$ cat src/rtl/lse_pkg.sv
`timescale 1ns / 1ps

package lse_pkg;

  localparam int BUFFER_BITS = 32;
  localparam int FILL_W      = $clog2(BUFFER_BITS + 1);

  typedef enum logic [2:0] {
    ST_EMBEDDED = 3'd0,
    ST_DONE     = 3'd1,
    ST_UNDERRUN = 3'd2,
    ST_BYTE_OK  = 3'd3,
    ST_BYTE_REJ = 3'd4
  } status_t;

  typedef enum logic [1:0] {
    REG_RED_BITS   = 2'd0,
    REG_GREEN_BITS = 2'd1,
    REG_BLUE_BITS  = 2'd2
  } reg_index_t;

  localparam logic [3:0] BITS_RESET = 4'd3;

  typedef struct packed {
    logic       action;
    logic [7:0] message_byte;
    logic       message_last;
    logic [7:0] red_in;
    logic [7:0] green_in;
    logic [7:0] blue_in;
  } in_item_t;

  typedef struct packed {
    logic [7:0] red_out;
    logic [7:0] green_out;
    logic [7:0] blue_out;
    status_t    status;
  } out_item_t;

  typedef struct packed {
    logic [3:0] red_bits;
    logic [3:0] green_bits;
    logic [3:0] blue_bits;
  } cfg_t;

  typedef struct packed {
    logic [BUFFER_BITS-1:0] buffer;
    logic [FILL_W-1:0]      fill;
    logic                   done;
  } msg_state_t;

endpackage

$ cat src/rtl/lse_embed.sv
`timescale 1ns / 1ps

module lse_embed (
  input  lse_pkg::cfg_t       cfg,
  input  lse_pkg::msg_state_t st,
  input  lse_pkg::in_item_t   item,
  output lse_pkg::out_item_t  result,
  output lse_pkg::msg_state_t st_next
);

  localparam int BB = lse_pkg::BUFFER_BITS;
  localparam int FW = lse_pkg::FILL_W;
  localparam logic [FW-1:0] FULL_FILL = FW'(BB);
  localparam logic [FW-1:0] PUSH_LIMIT = FW'(BB - 8);

  logic [3:0]    kr, kg, kb;
  logic [FW-1:0] need;
  logic [FW-1:0] fill_left;
  logic [BB-1:0] aligned, after_r, after_g;
  logic [7:0]    top_r, top_g, top_b;
  logic [7:0]    mask_r, mask_g, mask_b;
  logic [7:0]    emb_r, emb_g, emb_b;

  assign kr = (cfg.red_bits   > 4'd8) ? 4'd8 : cfg.red_bits;
  assign kg = (cfg.green_bits > 4'd8) ? 4'd8 : cfg.green_bits;
  assign kb = (cfg.blue_bits  > 4'd8) ? 4'd8 : cfg.blue_bits;
  assign need = FW'(kr) + FW'(kg) + FW'(kb);

  // The oldest pending bit is moved to the top; missing bits read as zero.
  assign aligned = st.buffer << (FULL_FILL - st.fill);
  assign after_r = aligned << kr;
  assign after_g = after_r << kg;
  assign top_r = aligned[BB-1 -: 8];
  assign top_g = after_r[BB-1 -: 8];
  assign top_b = after_g[BB-1 -: 8];

  assign mask_r = 8'hFF >> (4'd8 - kr);
  assign mask_g = 8'hFF >> (4'd8 - kg);
  assign mask_b = 8'hFF >> (4'd8 - kb);

  assign emb_r = (item.red_in   & ~mask_r) | (top_r >> (4'd8 - kr));
  assign emb_g = (item.green_in & ~mask_g) | (top_g >> (4'd8 - kg));
  assign emb_b = (item.blue_in  & ~mask_b) | (top_b >> (4'd8 - kb));

  assign fill_left = (st.fill >= need) ? (st.fill - need) : '0;

  always_comb begin
    st_next          = st;
    result.red_out   = item.red_in;
    result.green_out = item.green_in;
    result.blue_out  = item.blue_in;
    result.status    = lse_pkg::ST_UNDERRUN;
    case (item.action)
      1'b0: begin
        result.red_out   = '0;
        result.green_out = '0;
        result.blue_out  = '0;
        if (st.done || (st.fill > PUSH_LIMIT)) begin
          result.status = lse_pkg::ST_BYTE_REJ;
        end else begin
          result.status = lse_pkg::ST_BYTE_OK;
          st_next.buffer = {st.buffer[BB-9:0], item.message_byte};
          st_next.fill   = st.fill + FW'(8);
          st_next.done   = item.message_last;
        end
      end
      default: begin
        if (st.done && (st.fill == '0)) begin
          result.status = lse_pkg::ST_DONE;
        end else if ((st.fill >= need) || st.done) begin
          result.red_out   = emb_r;
          result.green_out = emb_g;
          result.blue_out  = emb_b;
          result.status    = lse_pkg::ST_EMBEDDED;
          st_next.fill     = fill_left;
          st_next.buffer   = st.buffer & ~({BB{1'b1}} << fill_left);
        end
      end
    endcase
  end

endmodule

$ cat src/rtl/lsb_stego_pixel_embed_unit.sv
`timescale 1ns / 1ps

// Channel   Direction  Handshake           Payload
// in        input      in_valid/in_stall   lse_pkg::in_item_t (byte push or pixel)
// out       output     out_valid/out_stall lse_pkg::out_item_t (pixel and status)
// cfg       input      cfg_write           cfg_index, cfg_data (bit counts)
//
// One transaction is taken each cycle unless in_stall is high, into the input register;
// its result goes to the output register as the bit buffer and fill count are updated.
// Synchronous reset empties the buffer, clears the done flag and sets all counts to three.
// A stalled result holds the output register; the input stalls only when both the input
// register and the output register are full.

module lsb_stego_pixel_embed_unit (
  input  logic               clk,
  input  logic               rst,
  input  logic               in_valid,
  output logic               in_stall,
  input  lse_pkg::in_item_t  in_data,
  output logic               out_valid,
  input  logic               out_stall,
  output lse_pkg::out_item_t out_data,
  input  logic               cfg_write,
  input  logic [1:0]         cfg_index,
  input  logic [3:0]         cfg_data
);

  logic                pipe_valid;
  lse_pkg::in_item_t   pipe_item;
  lse_pkg::cfg_t       cfg;
  lse_pkg::msg_state_t state;
  lse_pkg::msg_state_t state_next;
  lse_pkg::out_item_t  result;
  logic                advance;

  assign advance  = pipe_valid && (!out_valid || !out_stall);
  assign in_stall = pipe_valid && out_valid && out_stall;

  lse_embed u_embed (
    .cfg     (cfg),
    .st      (state),
    .item    (pipe_item),
    .result  (result),
    .st_next (state_next)
  );

  always_ff @(posedge clk) begin
    if (rst) begin
      pipe_valid <= 1'b0;
      out_valid  <= 1'b0;
      state      <= '0;
    end else begin
      if (!in_stall) begin
        pipe_valid <= in_valid;
      end
      if (advance) begin
        state     <= state_next;
        out_valid <= 1'b1;
      end else if (!out_stall) begin
        out_valid <= 1'b0;
      end
    end
    if (!in_stall && in_valid) begin
      pipe_item <= in_data;
    end
    if (advance) begin
      out_data <= result;
    end
  end

  always_ff @(posedge clk) begin
    if (rst) begin
      cfg.red_bits   <= lse_pkg::BITS_RESET;
      cfg.green_bits <= lse_pkg::BITS_RESET;
      cfg.blue_bits  <= lse_pkg::BITS_RESET;
    end else if (cfg_write) begin
      unique case (cfg_index)
        lse_pkg::REG_RED_BITS:   cfg.red_bits   <= cfg_data;
        lse_pkg::REG_GREEN_BITS: cfg.green_bits <= cfg_data;
        lse_pkg::REG_BLUE_BITS:  cfg.blue_bits  <= cfg_data;
        default: ;
      endcase
    end
  end

  a_fill_bound: assert property (@(posedge clk) disable iff (rst)
    state.fill <= lse_pkg::FILL_W'(lse_pkg::BUFFER_BITS))
    else $error("bit fill exceeds buffer size");

  a_done_sticky: assert property (@(posedge clk) disable iff (rst)
    state.done |=> state.done)
    else $error("message done flag cleared outside reset");

  a_spent_stays_empty: assert property (@(posedge clk) disable iff (rst)
    (state.done && (state.fill == '0)) |=> (state.fill == '0))
    else $error("bits appeared after the message was used up");

  a_stall_cause: assert property (@(posedge clk) disable iff (rst)
    in_stall |-> (pipe_valid && out_valid && out_stall))
    else $error("input stalled without a blocked result");

endmodule

$ cat config.mk
export PLATFORM = sky130hd
export DESIGN_NAME = lsb_stego_pixel_embed_unit
export DESIGN_NICKNAME = d
export VERILOG_FILES = /design/src/rtl/lse_pkg.sv /design/src/rtl/lse_embed.sv /design/src/rtl/lsb_stego_pixel_embed_unit.sv
export SDC_FILE = /design/constraint.sdc
export NUM_CORES = 1
export LEC_CHECK = 0
export BUFFER_PORTS_ARGS = -buffer_cell sky130_fd_sc_hd__buf_2
export CORE_MARGIN = 1.5
export CORE_UTILIZATION = 50
export CTS_CLUSTER_DIAMETER = 40
export DETAILED_ROUTE_END_ITERATION = 8
export HOLD_SLACK_MARGIN = 0.12
export PLACE_DENSITY = 0.68
export SLEW_MARGIN = 20
export SYNTH_ARGS = -nofsm -noshare
export SYNTH_HDL_FRONTEND = slang
export SYNTH_HIERARCHICAL = 1
export SYNTH_SLANG_ARGS = --single-unit
$ cat constraint.sdc
create_clock -name clk -period 6.7 [get_ports clk]
set_input_delay 2.01 -clock clk [delete_from_list [all_inputs] [get_ports clk]]
set_output_delay 2.01 -clock clk [all_outputs]
set_load 0.005 [all_outputs]
==> results.sh, run 1 <==
export IMPL_slowest_delay_ps=540
export IMPL_hold_path_depth=2
export IMPL_cts_resized_gates=0
export IMPL_hpwl_um=27770
export IMPL_first_global_vias=10560
export IMPL_cts_buffer_depth=2
export IMPL_gr_usage_met1_pct=45.73
export IMPL_use_met3_pct=6.333
export IMPL_netlist_area_sq_um=11640
export IMPL_top_usage_layer="met2"
export IMPL_peakVddDrop_mv=0.1854
export IMPL_hold_class="flip-flop to flip-flop"
export IMPL_critPathKind="flip-flop to flip-flop"
export IMPL_ys_flop_type="edfxtp_1"
export IMPL_worstPathRequired_ps=7050
export IMPL_drtAntennaViolNets=0
export IMPL_p_total_w=0.002642
export IMPL_placementRows=55
export IMPL_finalSetupViolCount=0
export IMPL_start_kind="flip-flop"
export IMPL_drcViolationCount=0
export IMPL_synth_seq_cells=114
export IMPL_grt_first_pass_wirelength_um=59600
export IMPL_globalplace_congestion=0.9755
export IMPL_dieArea_sq_um=24200
export IMPL_area_growth_pct=8.506
export IMPL_met2_usage_pct=47.09
export IMPL_hold_start="cfg[2]"
export IMPL_worstSkewPairLatency_ps=430
export IMPL_cts_clk_slew_worst_paths_ps=60
export IMPL_die_y_um=155.6
export IMPL_skew_ps=25.17
export IMPL_drt_initial_drc_count=1493
export IMPL_crit_buf_inv=5
export IMPL_path_delay_family="simple AND/OR/NAND/NOR gates"
export IMPL_htree_levels=4
export IMPL_worstPathMaxFanout=22
export IMPL_period_share_pct=93.14
export IMPL_postCtsSetupRepairBufs=0
export IMPL_async_reset_ff_share_pct=0
export IMPL_slew_headroom_pct=22.63
export IMPL_ys_warnings_count=6
export IMPL_avgSynthCellArea_sq_um=8.543
export IMPL_holdWs_ps=516.7
export IMPL_tightest_slew_ps=1160
export IMPL_synth_edf_count=61
export IMPL_synth_cell_types=116
export IMPL_min_period_ps=6240
export IMPL_p_leak_nw=4.586
export IMPL_gr_total_overflow=0
export IMPL_cp_slowest_cell="fa_1"
export IMPL_cts_tree="yes"
export IMPL_num_vias=11440
export IMPL_crit_start="cfg[5]"
export IMPL_grt_usage_pct=31.57
export IMPL_nNetsFinal=1453
export IMPL_drt_pass1_iterations=6
export IMPL_core_area_sq_um=22710
export IMPL_grt_max_degree=97
export IMPL_timing_rr_start="cfg[5]"
export IMPL_hold_end="cfg[2]"
export IMPL_cp_arrival_ps=6590
export IMPL_initial_utilization_pct=51.24
export IMPL_drv_slew=0
export IMPL_fin_setup_tns_ps=0
export IMPL_path_cells="buf_4 -> clkinv_1 -> nor2_1 -> inv_1 -> fa_1 -> inv_1 -> ha_1 -> fa_1 -> inv_1 -> ha_1 -> a21o_1 -> a21oi_1 -> nand2_1 -> a21o_1 -> a21oi_1 -> nand2b_1 -> and2_1 -> nand2_1 -> nor2_1 -> nand2_1 -> o311ai_0 -> o21ai_0 -> nand2b_1 -> mux2i_1"
export IMPL_dp_cells=1646
export IMPL_cap_violations=0
export IMPL_fin_ws_ps=459.7
export IMPL_insertedDiodeCount=0
export IMPL_drt_total_wl_um=37840
export IMPL_fmaxAchievable_ghz=0.1602
export IMPL_port_buffer_count=73
export IMPL_ctsHoldBuffers=0
export IMPL_pre_cts_ws_ps=601.8
export IMPL_ys_seq_area_share_pct=24.86
export IMPL_r2r_slack_ps=460
export IMPL_synthesis_nets=1435
export IMPL_reg2regPathDepth=24
export IMPL_cts_made_buffers=17
export IMPL_hold_viol_final=0
export IMPL_syn_inst=1362
export IMPL_r2r_end="state[37]"
export IMPL_ioPinCount=74
export IMPL_layout_cells_non_filler=1678
export IMPL_routed_via_density=6.815
export IMPL_wire_per_inst_um=22.55
export IMPL_critPathCaptureType="flip-flop"
export IMPL_root_buffer="clkbuf_16"
export IMPL_cts_sinks=114
export IMPL_drive_above_1_share_pct=17.73
export IMPL_rsz0062_at_grt="no"
export IMPL_p_per_area_nw_per_um2=209.2
export IMPL_status="complete, no violations"
export IMPL_die_w_um=155.6
export IMPL_antenna_found_initial=0
Yosys cell counts, drive strengths merged (18+ instances only):
master,count,area (sq um)
nand2,149,561.8
mux2i,103,1031
nor2,100,396.6
nand2b,95,594.3
o21ai,85,425.4
edfxtp,61,1832
nand3,60,305.3
dfxtp,53,1061
buf,51,412.9
clkbuf,50,187.7
a21oi,44,224.0
nor3,37,205.2
inv,30,112.6
mux2,29,326.6
mux4,27,608.1
nor4,26,202.7
ha,22,275.3
o211ai,21,167.7
a21o,18,135.1
o22ai,18,118.9
metal layers:
metal  routed length [um]  vias up
met4                 1053        0
li1                     -     5188
met5                    0        -
met2                16520      671
met3                 3607      105
met1                16660     5472
placed cells by master (no fill, tap or decap), types with 7 or more instances in the layout:
| master | n |
|---|---|
| o22ai_1 | 17 |
| a211oi_1 | 11 |
| a21oi_1 | 43 |
| nand3_1 | 59 |
| nand4_1 | 12 |
| or2_2 | 7 |
| a21boi_0 | 9 |
| mux4_2 | 27 |
| o211ai_1 | 19 |
| o2111ai_1 | 10 |
| edfxtp_1 | 61 |
| nor3_1 | 33 |
| nand2b_1 | 95 |
| mux2i_1 | 103 |
| inv_1 | 29 |
| nand2_1 | 148 |
| o21ai_0 | 83 |
| dfxtp_1 | 53 |
| nor4_1 | 21 |
| buf_2 | 72 |
| nor2_1 | 95 |
| and2_1 | 17 |
| xnor2_1 | 8 |
| clkbuf_16 | 17 |
| ha_1 | 21 |
| o31ai_1 | 11 |
| nor2b_1 | 10 |
| or3_1 | 12 |
| a21o_1 | 18 |
| and3_1 | 10 |
| mux2_2 | 28 |
| buf_4 | 27 |
| a31oi_1 | 16 |
sequential cells by signal, indices dropped and copies added, names as in the netlist:
name	count
state	39
out_data	27
cfg	12
pipe_item	34
pipe_valid	1
out_valid	1
cell type report:
class | instances | area, sq um
Fill cell | 2089 | 10080
Multi-Input combinational cell | 1114 | 8061
Sequential cell | 114 | 2893
Timing Repair Buffer | 100 | 583.1
Clock buffer | 18 | 429.2
Tap cell | 285 | 356.6
Clock inverter | 14 | 178.9
Inverter | 33 | 123.9
power by group:
group | total, W | internal (W) | leakage (nW) | switching [W]
Combinational | 0.000883 | 0.000290 | 3.28 | 0.000593
Clock | 0.000961 | 0.000590 | 0.287 | 0.000372
Sequential | 0.000797 | 0.000773 | 1.02 | 0.0000241
worst reg2reg max path, stage by stage, from the launching register on:
cell      delay [ps]
dfxtp_1          300
buf_4            240
clkinv_1         300
nor2_1           260
inv_1            200
fa_1             540
inv_1             40
ha_1             210
fa_1             530
inv_1             40
ha_1             320
a21o_1           170
a21oi_1          210
nand2_1           80
a21o_1           190
a21oi_1          430
nand2b_1         290
and2_1           320
nand2_1          410
nor2_1           160
nand2_1          360
o311ai_0         200
o21ai_0          190
nand2b_1          70
mux2i_1          120
cells by family (layout without fill, tap and decap cells):
| kind of cell | after synthesis | in the layout | share of synthesized area [%] |
|---|---|---|---|
| fa+ha+maj | 28 | 28 | 3.398 |
| xor+xnor | 15 | 15 | 1.194 |
| mux | 159 | 159 | 16.89 |
| buf+inv | 134 | 165 | 6.226 |
| flops | 114 | 114 | 24.86 |
| compound gates | 341 | 341 | 21.27 |
| simple gates | 571 | 571 | 26.16 |
how the worst max path moves through the flow:
stage                      to  slack (ps)  cells after the start
finish              state[37]         460                     24
global route        state[19]          20                     24
CTS                 state[37]         580                     24
detailed placement  state[37]         600                     24
global placement    state[37]         870                     24
floorplan           state[37]        1410                     26
through the flow:
step           util [%]  cell area, sq um
4_1_cts           55.58             12620
6_report          55.60             12630
3_5_place_dp      52.90             12010
5_1_grt           55.60             12630
3_3_place_gp      52.89             12010
2_1_floorplan         -             11640
No activity file was read; power rests on OpenSTA's default activity.
==> inputs of run 2 (changes only) <==
==> constraint.sdc (replaced) <==
create_clock -name clk -period 6.9 [get_ports clk]
set_input_delay 2.07 -clock clk [delete_from_list [all_inputs] [get_ports clk]]
set_output_delay 2.07 -clock clk [all_outputs]
set_load 0.005 [all_outputs]
==> results.sh, run 2 (synthesis gave the netlist of run 1 again) <==
export IMPL_ioPinCount=74
export IMPL_core_area_sq_um=22710
export IMPL_initial_utilization_pct=51.24
export IMPL_worstSkewPairLatency_ps=430
export IMPL_postCtsSetupRepairBufs=0
export IMPL_fin_setup_tns_ps=0
export IMPL_wire_per_inst_um=22.75
export IMPL_worstPathMaxFanout=14
export IMPL_start_kind="flip-flop"
export IMPL_skew_ps=22.16
export IMPL_drt_pass1_iterations=6
export IMPL_globalplace_congestion=1.034
export IMPL_critPathKind="flip-flop to flip-flop"
export IMPL_tightest_slew_ps=1007
export IMPL_multi_input_area_sq_um=8061
export IMPL_crit_end="state[37]"
export IMPL_rsz0062_at_grt="no"
export IMPL_cts_buffer_depth=2
export IMPL_p_per_area_nw_per_um2=198.7
export IMPL_drtAntennaViolNets=0
export IMPL_die_y_um=155.6
export IMPL_cts_resized_gates=0
export IMPL_cap_violations=0
export IMPL_final_util_pct=55.25
export IMPL_holdWs_ps=497.8
export IMPL_r2r_slack_ps=590
export IMPL_dieArea_sq_um=24200
export IMPL_htree_levels=4
export IMPL_cts_tree="yes"
export IMPL_top_regs="state: 39 flops, pipe_item: 34 flops, out_data: 27 flops"
export IMPL_grt_max_degree=97
export IMPL_hpwl_um=28030
export IMPL_drt_total_wl_um=38130
export IMPL_critPathCaptureType="flip-flop"
export IMPL_dp_cells=1644
export IMPL_slew_headroom_pct=32.69
export IMPL_insertedDiodeCount=0
export IMPL_cp_arrival_ps=6660
export IMPL_gr_total_overflow=0
export IMPL_die_w_um=155.6
export IMPL_cts_sinks=114
export IMPL_fmaxAchievable_ghz=0.1585
export IMPL_drive_above_1_share_pct=17.69
export IMPL_routed_via_density=6.758
export IMPL_drcViolationCount=0
export IMPL_first_global_vias=10670
export IMPL_worstPathRequired_ps=7250
export IMPL_drv_slew=0
export IMPL_placed_cell_area_sq_um=11980
export IMPL_hold_viol_final=0
export IMPL_fillers=2158
export IMPL_largest_reg_flops=39
export IMPL_seq_area_sq_um=2893
export IMPL_timing_rr_start="cfg[9]"
export IMPL_port_buffer_count=73
export IMPL_hold_class="flip-flop to flip-flop"
export IMPL_p_leak_nw=4.551
export IMPL_min_period_ps=6310
export IMPL_postLayoutCellArea_sq_um=12550
export IMPL_peakVddDrop_mv=0.1709
export IMPL_cts_clk_slew_worst_paths_ps=60
export IMPL_grt_usage_pct=31.86
export IMPL_drt_initial_drc_count=1375
export IMPL_antenna_found_initial=0
export IMPL_placementRows=55
export IMPL_nNetsFinal=1451
export IMPL_layout_commonest_cell="nand2_1"
export IMPL_r2r_end="state[37]"
export IMPL_largest_register="state"
export IMPL_most_common_layout_cells="148 x nand2_1, 103 x mux2i_1, 95 x nand2b_1, 95 x nor2_1, 83 x o21ai_0"
export IMPL_status="complete, no violations"
export IMPL_reg2regPathDepth=22
export IMPL_root_buffer="clkbuf_16"
export IMPL_ctsHoldBuffers=0
export IMPL_layout_cells_non_filler=1676
export IMPL_crit_start="cfg[9]"
export IMPL_num_vias=11330
export IMPL_area_growth_pct=7.828
export IMPL_period_share_pct=91.45
export IMPL_cts_made_buffers=17
export IMPL_grt_first_pass_wirelength_um=60260
export IMPL_finalSetupViolCount=0
[run 2: changes by cell type in the layout (fill, tap and decap cells not counted)]
cell       previous run  this run
buf_4                27        25
clkinv_2              1         4
buf_12                1         0
bufinv_16             3         1
buf_2                72        73
clkbuf_1              1         0
[run 2: worst min path at each step]
stage                          start   endpoint  slack, ps  depth (start not counted)
final                     pipe_valid  out_valid        500                          2
after global routing      pipe_valid  out_valid        530                          2
after CTS                 pipe_valid  out_valid        500                          2
after detailed placement  pipe_valid  out_valid        490                          2
after global placement    pipe_valid  out_valid        490                          2
after floorplan              cfg[10]    cfg[10]        450                          2
[run 2: through the flow]
stage / power, W / setup WS [ps]
after floorplan: 0.001413 / 1608
after detailed placement: 0.001612 / 706.1
after global routing: 0.002598 / 93.40
final: 0.002493 / 589.7
after CTS: 0.002477 / 673.1
after global placement: 0.001607 / 875.8
[run 2: final cells by class]
cell class                      count  area share (%)
Tap cell                          285           2.842
Multi-Input combinational cell   1114           64.25
Clock inverter                     15           1.067
Sequential cell                   114           23.06
Clock buffer                       17           3.391
Inverter                           33          0.9872
Timing Repair Buffer               98           4.408
[run 2: layer usage]
metal / wire, um / global-route usage [%] / vias to the layer above
met5: 0 / 0 / -
met4: 958 / 10.70 / 0
met3: 3560 / 5.056 / 85
met2: 16710 / 47.32 / 652
met1: 16900 / 46.97 / 5428
li1: - / - / 5161
[run 2: where the power goes]
part | switching [W] | internal (W)
registers | 0.0000260 | 0.000751
clock network | 0.000368 | 0.000497
logic | 0.000575 | 0.000276
total | 0.000969 | 0.00152
[run 2: worst max-delay path, cell delays in order, from the launching register on]
cell,delay [ps]
dfxtp_1,320
nor2b_1,350
clkinv_1,500
fa_1,650
inv_1,40
ha_1,200
fa_1,530
inv_1,40
ha_1,320
a21o_1,170
a21oi_1,210
nand2_1,80
a21o_1,190
a21oi_1,420
nand2b_1,320
and2_1,380
nand2_1,450
nor2_1,160
nand2_1,340
o311ai_0,190
o21ai_0,170
nand2b_1,70
mux2i_1,130
